===== config.mk =====
export PLATFORM = sky130hd
export DESIGN_NAME = name_address_table
export DESIGN_NICKNAME = d
export VERILOG_FILES = /design/src/hdl/nat_pkg.sv /design/src/hdl/nat_ram.sv /design/src/hdl/name_address_table.sv
export SDC_FILE = /design/constraint.sdc
export NUM_CORES = 2
export LEC_CHECK = 0
export BUFFER_PORTS_ARGS = -buffer_cell sky130_fd_sc_hd__buf_2
export CORE_MARGIN = 2
export CORE_UTILIZATION = 35
export CTS_CLUSTER_DIAMETER = 40
export DETAILED_ROUTE_END_ITERATION = 16
export PLACE_DENSITY = 0.56
export SETUP_SLACK_MARGIN = 0.05
export SLEW_MARGIN = 20
export SYNTH_ARGS = -nofsm -noshare
export SYNTH_HDL_FRONTEND = slang
export SYNTH_SLANG_ARGS = --single-unit

===== constraint.sdc =====
create_clock -name clk -period 22.4 [get_ports clk]
set_input_delay 2.24 -clock clk [delete_from_list [all_inputs] [get_ports clk]]
set_output_delay 2.24 -clock clk [all_outputs]
set_load 0.05 [all_outputs]

===== src/hdl/nat_pkg.sv =====
// Shared types, codes and helpers for the name/address table.
// Used by name_address_table; no dependencies.
package nat_pkg;

  // Default sizing
  localparam int ENTRIES_DEF    = 32;
  localparam int NAME_BYTES_DEF = 8;

  // Address reported by a name lookup that finds nothing
  localparam logic [7:0] ADDR_NONE = 8'hFF;

  // Request codes
  typedef enum logic [2:0] {
    ACT_ADD        = 3'd0,
    ACT_FIND_NAME  = 3'd1,
    ACT_FIND_INDEX = 3'd2,
    ACT_UPD_ADDR   = 3'd3,
    ACT_UPD_INDEX  = 3'd4
  } action_t;

  // Result status codes
  typedef enum logic [1:0] {
    STAT_OK        = 2'd0,
    STAT_NOT_FOUND = 2'd1,
    STAT_FULL      = 2'd2,
    STAT_RANGE     = 2'd3
  } status_t;

  // Sequencer states
  typedef enum logic [1:0] {
    S_IDLE = 2'd0,
    S_SCAN = 2'd1,
    S_DONE = 2'd2
  } state_t;

  // Cut a name at its first zero byte and at nbytes bytes; clear the rest
  function automatic logic [63:0] clean_name(input logic [63:0] raw, input int nbytes);
    logic [63:0] res;
    logic        stop;
    res  = '0;
    stop = 1'b0;
    for (int b = 0; b < 8; b++) begin
      if (!stop && (b < nbytes) && (raw[8*b +: 8] != 8'h00)) begin
        res[8*b +: 8] = raw[8*b +: 8];
      end else begin
        stop = 1'b1;
      end
    end
    return res;
  endfunction

endpackage


===== src/hdl/nat_ram.sv =====
// Generic single-clock RAM: one write port, one read port, registered read.
// Depends on nothing.
module nat_ram #(
  parameter int WIDTH = 72,
  parameter int DEPTH = 32
) (
  input  logic                     clk,
  input  logic                     we,
  input  logic [$clog2(DEPTH)-1:0] waddr,
  input  logic [WIDTH-1:0]         wdata,
  input  logic                     re,
  input  logic [$clog2(DEPTH)-1:0] raddr,
  output logic [WIDTH-1:0]         rdata
);

  logic [WIDTH-1:0] mem [DEPTH];

  // Write port
  always_ff @(posedge clk) begin
    if (we) begin
      mem[waddr] <= wdata;
    end
  end

  // Registered read port
  always_ff @(posedge clk) begin
    if (re) begin
      rdata <= mem[raddr];
    end
  end

endmodule


===== src/hdl/name_address_table.sv =====
// Name/address table: up to ENTRIES pairs of a zero-padded name and an 8-bit
// address, kept in one RAM and searched one slot per cycle through its single
// read port. A search ends at the first matching slot or after the last stored
// entry; update-by-index and unknown actions skip the search. A finished
// request waits for as long as out_stall holds the previous result in the
// output register. One request is handled at a time; a new request is taken
// while the previous result still waits in the output register.
// Depends on nat_pkg and nat_ram.
module name_address_table #(
  parameter int ENTRIES    = nat_pkg::ENTRIES_DEF,
  parameter int NAME_BYTES = nat_pkg::NAME_BYTES_DEF
) (
  input  logic        clk,
  input  logic        rst_n,
  // request channel
  input  logic        in_valid,
  output logic        in_stall,
  input  logic [2:0]  in_action,
  input  logic [63:0] in_entry_name,
  input  logic [7:0]  in_entry_address,
  input  logic [4:0]  in_entry_index,
  // result channel
  output logic        out_valid,
  input  logic        out_stall,
  output logic [1:0]  out_status,
  output logic [7:0]  out_found_address,
  output logic [4:0]  out_found_index,
  output logic        out_table_empty,
  output logic [5:0]  out_entry_count
);

  localparam int NAME_W = 8 * NAME_BYTES;
  localparam int DATA_W = NAME_W + 8;
  localparam int SLOT_W = $clog2(ENTRIES);
  localparam int CNT_W  = $clog2(ENTRIES + 1);
  localparam int CMP_W  = (CNT_W > 5) ? CNT_W : 5;
  localparam int FI_W   = (SLOT_W > 5) ? SLOT_W : 5;
  localparam int EC_W   = (CNT_W > 6) ? CNT_W : 6;

  // Control state
  nat_pkg::state_t  state_r, state_nxt;
  logic [CNT_W-1:0] count_r, count_nxt;
  logic [CNT_W-1:0] rd_idx_r, rd_idx_nxt;
  logic             rd_pend_r, rd_pend_nxt;
  logic             out_valid_r, out_valid_nxt;

  // Request and working payload
  nat_pkg::action_t  act_r, act_nxt;
  logic [NAME_W-1:0] name_r, name_nxt;
  logic [7:0]        addr_r, addr_nxt;
  logic [SLOT_W-1:0] rd_slot_r, rd_slot_nxt;
  nat_pkg::status_t  res_status_r, res_status_nxt;
  logic [7:0]        res_faddr_r, res_faddr_nxt;
  logic [SLOT_W-1:0] res_fidx_r, res_fidx_nxt;

  // Output payload
  logic [1:0] out_status_r, out_status_nxt;
  logic [7:0] out_faddr_r, out_faddr_nxt;
  logic [4:0] out_fidx_r, out_fidx_nxt;
  logic       out_empty_r, out_empty_nxt;
  logic [5:0] out_count_r, out_count_nxt;

  // RAM ports
  logic              ram_we, ram_re;
  logic [SLOT_W-1:0] ram_waddr, ram_raddr;
  logic [DATA_W-1:0] ram_wdata, ram_rdata;

  // Helpers
  logic [63:0]       in_name_full;
  logic [NAME_W-1:0] in_name;
  logic [CMP_W-1:0]  idx_ext, cnt_ext;
  logic              idx_bad;
  logic              in_xfer, out_free;
  logic              slot_match, hit, miss, full;
  logic [FI_W-1:0]   fidx_ext;
  logic [EC_W-1:0]   count_ext;

  assign in_name_full = nat_pkg::clean_name(in_entry_name, NAME_BYTES);
  assign in_name      = in_name_full[NAME_W-1:0];
  assign idx_ext      = CMP_W'(in_entry_index);
  assign cnt_ext      = CMP_W'(count_r);
  assign idx_bad      = (idx_ext >= cnt_ext);
  assign in_stall     = (state_r != nat_pkg::S_IDLE);
  assign in_xfer      = in_valid && !in_stall;
  assign out_free     = !out_valid_r || !out_stall;
  assign full         = (count_r == CNT_W'(ENTRIES));
  assign fidx_ext     = FI_W'(res_fidx_r);
  assign count_ext    = EC_W'(count_r);

  // Compare the slot read last cycle; name lookups match names, others addresses
  always_comb begin
    if (act_r == nat_pkg::ACT_FIND_NAME) begin
      slot_match = (ram_rdata[NAME_W-1:0] == name_r);
    end else begin
      slot_match = (ram_rdata[DATA_W-1:NAME_W] == addr_r);
    end
  end
  assign hit  = rd_pend_r && slot_match;
  assign miss = !rd_pend_r && (rd_idx_r >= count_r);

  nat_ram #(
    .WIDTH (DATA_W),
    .DEPTH (ENTRIES)
  ) u_ram (
    .clk   (clk),
    .we    (ram_we),
    .waddr (ram_waddr),
    .wdata (ram_wdata),
    .re    (ram_re),
    .raddr (ram_raddr),
    .rdata (ram_rdata)
  );

  // Next state, RAM control and result bookkeeping
  always_comb begin
    state_nxt      = state_r;
    count_nxt      = count_r;
    rd_idx_nxt     = rd_idx_r;
    rd_pend_nxt    = 1'b0;
    rd_slot_nxt    = rd_slot_r;
    out_valid_nxt  = out_valid_r;
    act_nxt        = act_r;
    name_nxt       = name_r;
    addr_nxt       = addr_r;
    res_status_nxt = res_status_r;
    res_faddr_nxt  = res_faddr_r;
    res_fidx_nxt   = res_fidx_r;
    out_status_nxt = out_status_r;
    out_faddr_nxt  = out_faddr_r;
    out_fidx_nxt   = out_fidx_r;
    out_empty_nxt  = out_empty_r;
    out_count_nxt  = out_count_r;
    ram_we         = 1'b0;
    ram_waddr      = rd_slot_r;
    ram_wdata      = {addr_r, name_r};
    ram_re         = 1'b0;
    ram_raddr      = rd_idx_r[SLOT_W-1:0];

    // result register drains independently of the sequencer
    if (out_valid_r && !out_stall) begin
      out_valid_nxt = 1'b0;
    end

    unique case (state_r)
      nat_pkg::S_IDLE: begin
        if (in_xfer) begin
          act_nxt        = nat_pkg::action_t'(in_action);
          name_nxt       = in_name;
          addr_nxt       = in_entry_address;
          res_status_nxt = nat_pkg::STAT_OK;
          res_faddr_nxt  = '0;
          res_fidx_nxt   = '0;
          rd_idx_nxt     = '0;
          unique case (nat_pkg::action_t'(in_action)) inside
            nat_pkg::ACT_ADD, nat_pkg::ACT_FIND_NAME,
            nat_pkg::ACT_FIND_INDEX, nat_pkg::ACT_UPD_ADDR: begin
              state_nxt = nat_pkg::S_SCAN;
            end
            nat_pkg::ACT_UPD_INDEX: begin
              // slot known up front: write straight away
              if (idx_bad) begin
                res_status_nxt = nat_pkg::STAT_RANGE;
              end else begin
                ram_we    = 1'b1;
                ram_waddr = SLOT_W'(in_entry_index);
                ram_wdata = {in_entry_address, in_name};
              end
              state_nxt = nat_pkg::S_DONE;
            end
            default: begin
              state_nxt = nat_pkg::S_DONE;
            end
          endcase
        end
      end

      nat_pkg::S_SCAN: begin
        // read one slot ahead of the compare
        if (rd_idx_r < count_r) begin
          ram_re      = 1'b1;
          rd_pend_nxt = 1'b1;
          rd_slot_nxt = rd_idx_r[SLOT_W-1:0];
          rd_idx_nxt  = rd_idx_r + 1'b1;
        end
        if (hit || miss) begin
          rd_pend_nxt = 1'b0;
          state_nxt   = nat_pkg::S_DONE;
          case (act_r)
            nat_pkg::ACT_ADD: begin
              if (hit) begin
                ram_we = 1'b1;
              end else if (full) begin
                res_status_nxt = nat_pkg::STAT_FULL;
              end else begin
                ram_we    = 1'b1;
                ram_waddr = count_r[SLOT_W-1:0];
                count_nxt = count_r + 1'b1;
              end
            end
            nat_pkg::ACT_FIND_NAME: begin
              if (hit) begin
                res_faddr_nxt = ram_rdata[DATA_W-1:NAME_W];
              end else begin
                res_faddr_nxt  = nat_pkg::ADDR_NONE;
                res_status_nxt = nat_pkg::STAT_NOT_FOUND;
              end
            end
            nat_pkg::ACT_FIND_INDEX: begin
              if (hit) begin
                res_fidx_nxt = rd_slot_r;
              end else begin
                res_status_nxt = nat_pkg::STAT_NOT_FOUND;
              end
            end
            default: begin
              // update by address
              if (hit) begin
                ram_we = 1'b1;
              end else begin
                res_status_nxt = nat_pkg::STAT_NOT_FOUND;
              end
            end
          endcase
        end
      end

      nat_pkg::S_DONE: begin
        // hand the result over once the output register is free
        if (out_free) begin
          out_valid_nxt  = 1'b1;
          out_status_nxt = res_status_r;
          out_faddr_nxt  = res_faddr_r;
          out_fidx_nxt   = fidx_ext[4:0];
          out_empty_nxt  = (count_r == '0);
          out_count_nxt  = count_ext[5:0];
          state_nxt      = nat_pkg::S_IDLE;
        end
      end

      default: begin
        state_nxt = nat_pkg::S_IDLE;
      end
    endcase
  end

  // Control registers
  always_ff @(posedge clk) begin
    if (!rst_n) begin
      state_r     <= nat_pkg::S_IDLE;
      count_r     <= '0;
      rd_idx_r    <= '0;
      rd_pend_r   <= 1'b0;
      out_valid_r <= 1'b0;
    end else begin
      state_r     <= state_nxt;
      count_r     <= count_nxt;
      rd_idx_r    <= rd_idx_nxt;
      rd_pend_r   <= rd_pend_nxt;
      out_valid_r <= out_valid_nxt;
    end
  end

  // Payload registers
  always_ff @(posedge clk) begin
    act_r        <= act_nxt;
    name_r       <= name_nxt;
    addr_r       <= addr_nxt;
    rd_slot_r    <= rd_slot_nxt;
    res_status_r <= res_status_nxt;
    res_faddr_r  <= res_faddr_nxt;
    res_fidx_r   <= res_fidx_nxt;
    out_status_r <= out_status_nxt;
    out_faddr_r  <= out_faddr_nxt;
    out_fidx_r   <= out_fidx_nxt;
    out_empty_r  <= out_empty_nxt;
    out_count_r  <= out_count_nxt;
  end

  assign out_valid         = out_valid_r;
  assign out_status        = out_status_r;
  assign out_found_address = out_faddr_r;
  assign out_found_index   = out_fidx_r;
  assign out_table_empty   = out_empty_r;
  assign out_entry_count   = out_count_r;

  // Checks
  a_count_bound: assert property (@(posedge clk) disable iff (!rst_n)
    count_r <= CNT_W'(ENTRIES))
    else $error("entry count above table size");

  a_count_step: assert property (@(posedge clk) disable iff (!rst_n)
    ($past(rst_n) && (count_r != $past(count_r))) |->
      ($past(state_r) == nat_pkg::S_SCAN && count_r == $past(count_r) + 1'b1))
    else $error("entry count changed outside an append");

  a_result_from_done: assert property (@(posedge clk) disable iff (!rst_n)
    ($past(rst_n) && $rose(out_valid_r)) |-> ($past(state_r) == nat_pkg::S_DONE))
    else $error("result raised without a finished request");

  a_read_in_range: assert property (@(posedge clk) disable iff (!rst_n)
    rd_pend_r |-> (CNT_W'(rd_slot_r) < count_r && state_r == nat_pkg::S_SCAN))
    else $error("compare of a slot beyond the count");

endmodule

==> run summary <==
The flow ran to the end, and the final reports show no timing, DRC or antenna violations. The run gives 2.312 mW as the switching component of the power. Summing every instance area after synthesis gives 96820 sq um. When the netlist entered floorplanning its net count stood at 4104. Synthesis instantiated 70 different standard cells from the library. In this run the tool buffered the top-level ports with 107 buffer cells.

The tools report the maximum number of pins on one net before global-route repair as 138. For the max-slew violation count, the log shows 0. On the critical path the largest part of the delay comes from buffers and inverters.

The number of resized instances in the post-cts repair step was 0. For this block, the routed nets add up to 254.6 mm of wire. For the worst-skew pair, the clock arrives at the later sink with an insertion delay of 0.97 ns. Once the floorplan was initialized, standard cells occupied 35.11% of the core.

The worst setup path is captured at a register. The average wire per cell in the routed design is 30.38 um, and the overall power after layout is 11.15 mW. The tools report the placement row count as 193. The number of clock buffers added by TritonCTS is 363. The worst-margin pin slew was 1.135 ns. The area growth from synthesis to layout works out to 18.33%. Internal power comes to 8.839 mW. Yosys mapped a number of flops with a built-in enable equal to 2493.

Peak supply drop: 0.00006195 V. The commonest cells after synthesis are sky130_fd_sc_hd__edfxtp_1 (2493), sky130_fd_sc_hd__mux4_2 (720), sky130_fd_sc_hd__mux2_2 (144). Static timing analysis puts the maximum clock frequency at 143.8 MHz. The worst pin sits at a relative slew slack of 24.36%. The routed layout has 45011 vias. Between clock sinks in the finished design, the worst skew comes to 0.07931 ns.

In this run switching power makes up 20.73% of total power. After layout, the worst path uses 31.05% of the clock period. The clock network burns 51.5% of the power. Sequential cells account for 46.8% of the total power. The number of setup violations in the final report was 0; the post-synthesis sequential area ratio was 77.65%. The worst setup path is launched from an input port. The portion of synthesized cell area occupied by the leading cell type was 77.32%; the post-DP HPWL was 138.2 mm. The largest single stage delay on the critical path is 0.92 ns.

The largest total area in the synthesized netlist belongs to sky130_fd_sc_hd__edfxtp_1. In the routed layout, each cell is associated on average with a via count of 5.372. The run gives 34.71 nW as the static leakage. Setup repair after global routing left no endpoint under its margin.

The number of global-route vias before repair is 46720, and the number of antenna violations at the first check in global routing is 6. Along the worst path, the maximum fanout reaches 50. The run gives 5 as the number of optimization iterations in the first detailed-route pass. The proportion of layout cells with a drive suffix above 1 works out to 37.15%. The tools report the maximum root-to-sink buffer count as 4. Among the stages of the critical path, the cell type that occurs most often is sky130_fd_sc_hd__buf_4. The die is 530.0 um wide.

The setup TNS is 0 ns. The number of buffers and inverters on the critical path is 4. The tools report the hold violation count in the final report as 0. The total power per unit cell area was 97.32 nW/um^2. For this design, the sink count on the clock tree is 2509.

The required time at the endpoint of the critical path was 22.96 ns. Cell chosen for the clock root: sky130_fd_sc_hd__clkbuf_16. Routability-driven placement finished with a final weighted congestion of 0.8210. The tools report the number of buffers added for setup after CTS as 0.

The fraction of synthesis flops using an asynchronous set or reset pin was 0%; the cts-stage hold buffer count was 0. The floorplan step set the die height to 530.0 um. At the worst endpoint, the arrival time is 7.51 ns. TritonCTS built the clock tree. The largest individual stage delay along the critical path comes from the cell sky130_fd_sc_hd__buf_4. Fill cells in the final layout number 23802.

The run gives 1.7% as the combinational share of power. For the die outline area, the log shows 280900 sq um. The register clock-pin slew on the reported worst setup and hold paths came out at 0.06 ns. The most common cell in the synthesized netlist is sky130_fd_sc_hd__edfxtp_1. The most used flip-flop cell after synthesis is sky130_fd_sc_hd__edfxtp_1. The remaining global-route overflow came out at 0. The setup path with the least slack is of type input port to register. Sorting the synthesized cells by area gives the leading types as sky130_fd_sc_hd__edfxtp_1 (77%), sky130_fd_sc_hd__mux4_2 (17%), sky130_fd_sc_hd__mux2_2 (1.7%), sky130_fd_sc_hd__xor2_1 (0.44%), sky130_fd_sc_hd__clkbuf_1 (0.41%). The first global-routing pass estimated 360.2 mm of wire.

The average cell area after synthesis came out at 24.17 sq um. The all-layer global routing usage is 18.07%. The post-synthesis sequential element count was 2509. Once detail routing completed, the nets flagged for antenna violations numbered 0. After detailed routing, the number of remaining DRC violations is 0. The total area inside the core boundary comes to 275800 sq um.

Hold is met by 0.3874 ns. For the number of primary I/O pins, the log shows 108. The critical path goes through buf_2 -> ha_1 -> nand2_1 -> o21ai_1 -> a31o_4 -> buf_4 -> nand2_1 -> o211ai_1 -> nand3_1 -> nor3_2 -> buf_4 -> buf_4. Counting I/O delays and the setup requirement, the final critical path takes 6.955 ns. During synthesis, Yosys emitted a total of 0 warnings. Max-cap violations in this run came to 0. The number of nets in the layout is 4489.

The class of the tightest hold or removal check is register to register. The starting DRC count in detailed routing was 4877; the number of H-tree levels was 5. The cell count after synthesis came out at 4006.
## final timing paths
check / startpoint / endpoint / slack, ns / cells after the start
worst min register to register: res_faddr_r[4] / out_found_address[4] / 0.39 / 0
worst min-delay path: res_faddr_r[4] / out_found_address[4] / 0.39 / 0
worst max-delay path: in_entry_index[2] / u_ram.mem[15][51] / 15.44 / 12
worst max register to register: state_r[1] / u_ram.mem[15][51] / 16.19 / 12
## per-layer routing
metal  vias to the layer above  GRT usage (%)  share of wire, %  wire (um)
li1                      18121              -                 -          -
met1                     24809          24.60                42     106100
met2                      1741          29.69                49     125800
met3                       336          3.171               6.3      15980
met4                         4          5.387               2.6       6648
met5                         -              0             0.011         27
## cells by family (layout without fill, tap and decap cells)
logic type / Yosys count / after routing / share of synthesized area [%]
xor gates and xnor gates: 80 / 80 / 0.7237
other: 0 / 1 / 0
AOI/OAI and AO/OA: 60 / 60 / 0.4510
DFF: 2509 / 2509 / 77.65
muxes: 868 / 868 / 18.46
buffers and inverters: 216 / 883 / 0.9808
and+or+nand+nor: 259 / 259 / 1.551
adders and majority gates: 14 / 14 / 0.1809
## cells in the final DEF, fill, tap and decap left out, types with 5 or more instances in the layout
master / count
sky130_fd_sc_hd__edfxtp_1: 2493
sky130_fd_sc_hd__mux4_2: 720
sky130_fd_sc_hd__clkbuf_16: 373
sky130_fd_sc_hd__mux2_2: 144
sky130_fd_sc_hd__buf_4: 108
sky130_fd_sc_hd__buf_2: 107
sky130_fd_sc_hd__xor2_1: 49
sky130_fd_sc_hd__clkinvlp_4: 47
sky130_fd_sc_hd__bufinv_16: 45
sky130_fd_sc_hd__inv_6: 41
sky130_fd_sc_hd__and2_1: 38
sky130_fd_sc_hd__clkinv_4: 32
sky130_fd_sc_hd__xnor2_1: 31
sky130_fd_sc_hd__nand2_1: 30
sky130_fd_sc_hd__clkinv_2: 30
sky130_fd_sc_hd__nor4_1: 29
sky130_fd_sc_hd__clkinv_1: 29
sky130_fd_sc_hd__clkbuf_1: 28
sky130_fd_sc_hd__nor2_1: 26
sky130_fd_sc_hd__nor2_4: 19
sky130_fd_sc_hd__nor3_2: 17
sky130_fd_sc_hd__nand4_1: 17
sky130_fd_sc_hd__inv_8: 17
sky130_fd_sc_hd__inv_1: 16
sky130_fd_sc_hd__and3_1: 15
sky130_fd_sc_hd__ha_1: 14
sky130_fd_sc_hd__nand3_1: 13
sky130_fd_sc_hd__dfxtp_1: 11
sky130_fd_sc_hd__o21a_1: 10
sky130_fd_sc_hd__a21oi_1: 9
sky130_fd_sc_hd__nor2b_1: 9
sky130_fd_sc_hd__o21ai_0: 9
sky130_fd_sc_hd__nand2b_1: 6
sky130_fd_sc_hd__and2_4: 5
sky130_fd_sc_hd__nor3_1: 5
sky130_fd_sc_hd__a21boi_0: 5
sky130_fd_sc_hd__clkinv_8: 5
sky130_fd_sc_hd__dfxtp_4: 5
## state kept, by name, indices dropped and copies added, names as in the netlist, 3 cells and up
register and cells:
rd_slot_r 5, res_faddr_r 8, u_ram.rdata 72, out_found_index 5, rd_idx_r 6, fidx_ext 5
cnt_ext 6, out_found_address 8, u_ram.mem 2304, addr_r 8, name_r 64, out_entry_count 6
act_r 3
## worst reg2reg max path: stages, from the launching register on
cell	delay, ns
sky130_fd_sc_hd__dfxtp_1	0.64
sky130_fd_sc_hd__nor2_4	0.15
sky130_fd_sc_hd__nand2_4	0.14
sky130_fd_sc_hd__inv_4	0.23
sky130_fd_sc_hd__o211ai_2	0.17
sky130_fd_sc_hd__a31o_4	0.71
sky130_fd_sc_hd__buf_4	0.97
sky130_fd_sc_hd__nand2_1	0.15
sky130_fd_sc_hd__o211ai_1	0.16
sky130_fd_sc_hd__nand3_1	0.57
sky130_fd_sc_hd__nor3_2	0.34
sky130_fd_sc_hd__buf_4	0.67
sky130_fd_sc_hd__buf_4	0.82
## stage by stage
step           cell area, sq um  setup slack (ns)  utilization [%]  cells
2_1_floorplan             96820             12.29                -   4006
3_3_place_gp             102200             14.48            37.07   7731
3_5_place_dp             102200             14.52            37.08   7731
4_1_cts                  114600             15.53            41.54   8378
5_1_grt                  114600             15.35            41.54   8379
6_report                 114600             15.44            41.54   8379
## final cells by class
class	count	area, sq um	share of cell area (%)
antenna	1	2.502	0.002184
clock buffer	401	9439	8.239
clock inverter	246	2875	2.510
inverter	17	66.31	0.05788
multi-input combinational	1281	20930	18.27
sequential	2509	75200	65.64
tap	3705	4636	4.046
timing repair buffer	219	1418	1.237
## power groups by stage
stage / Combinational (mW) / Clock (mW) / Sequential [mW]
after floorplan: 0.0878 / 0 / 5.32
after global placement: 0.185 / 0 / 5.32
after CTS: 0.192 / 5.83 / 5.22
final: 0.190 / 5.74 / 5.22
after global routing: 0.204 / 6.03 / 5.22
after detailed placement: 0.192 / 0 / 5.32
No activity file was read; power rests on OpenSTA's default activity.
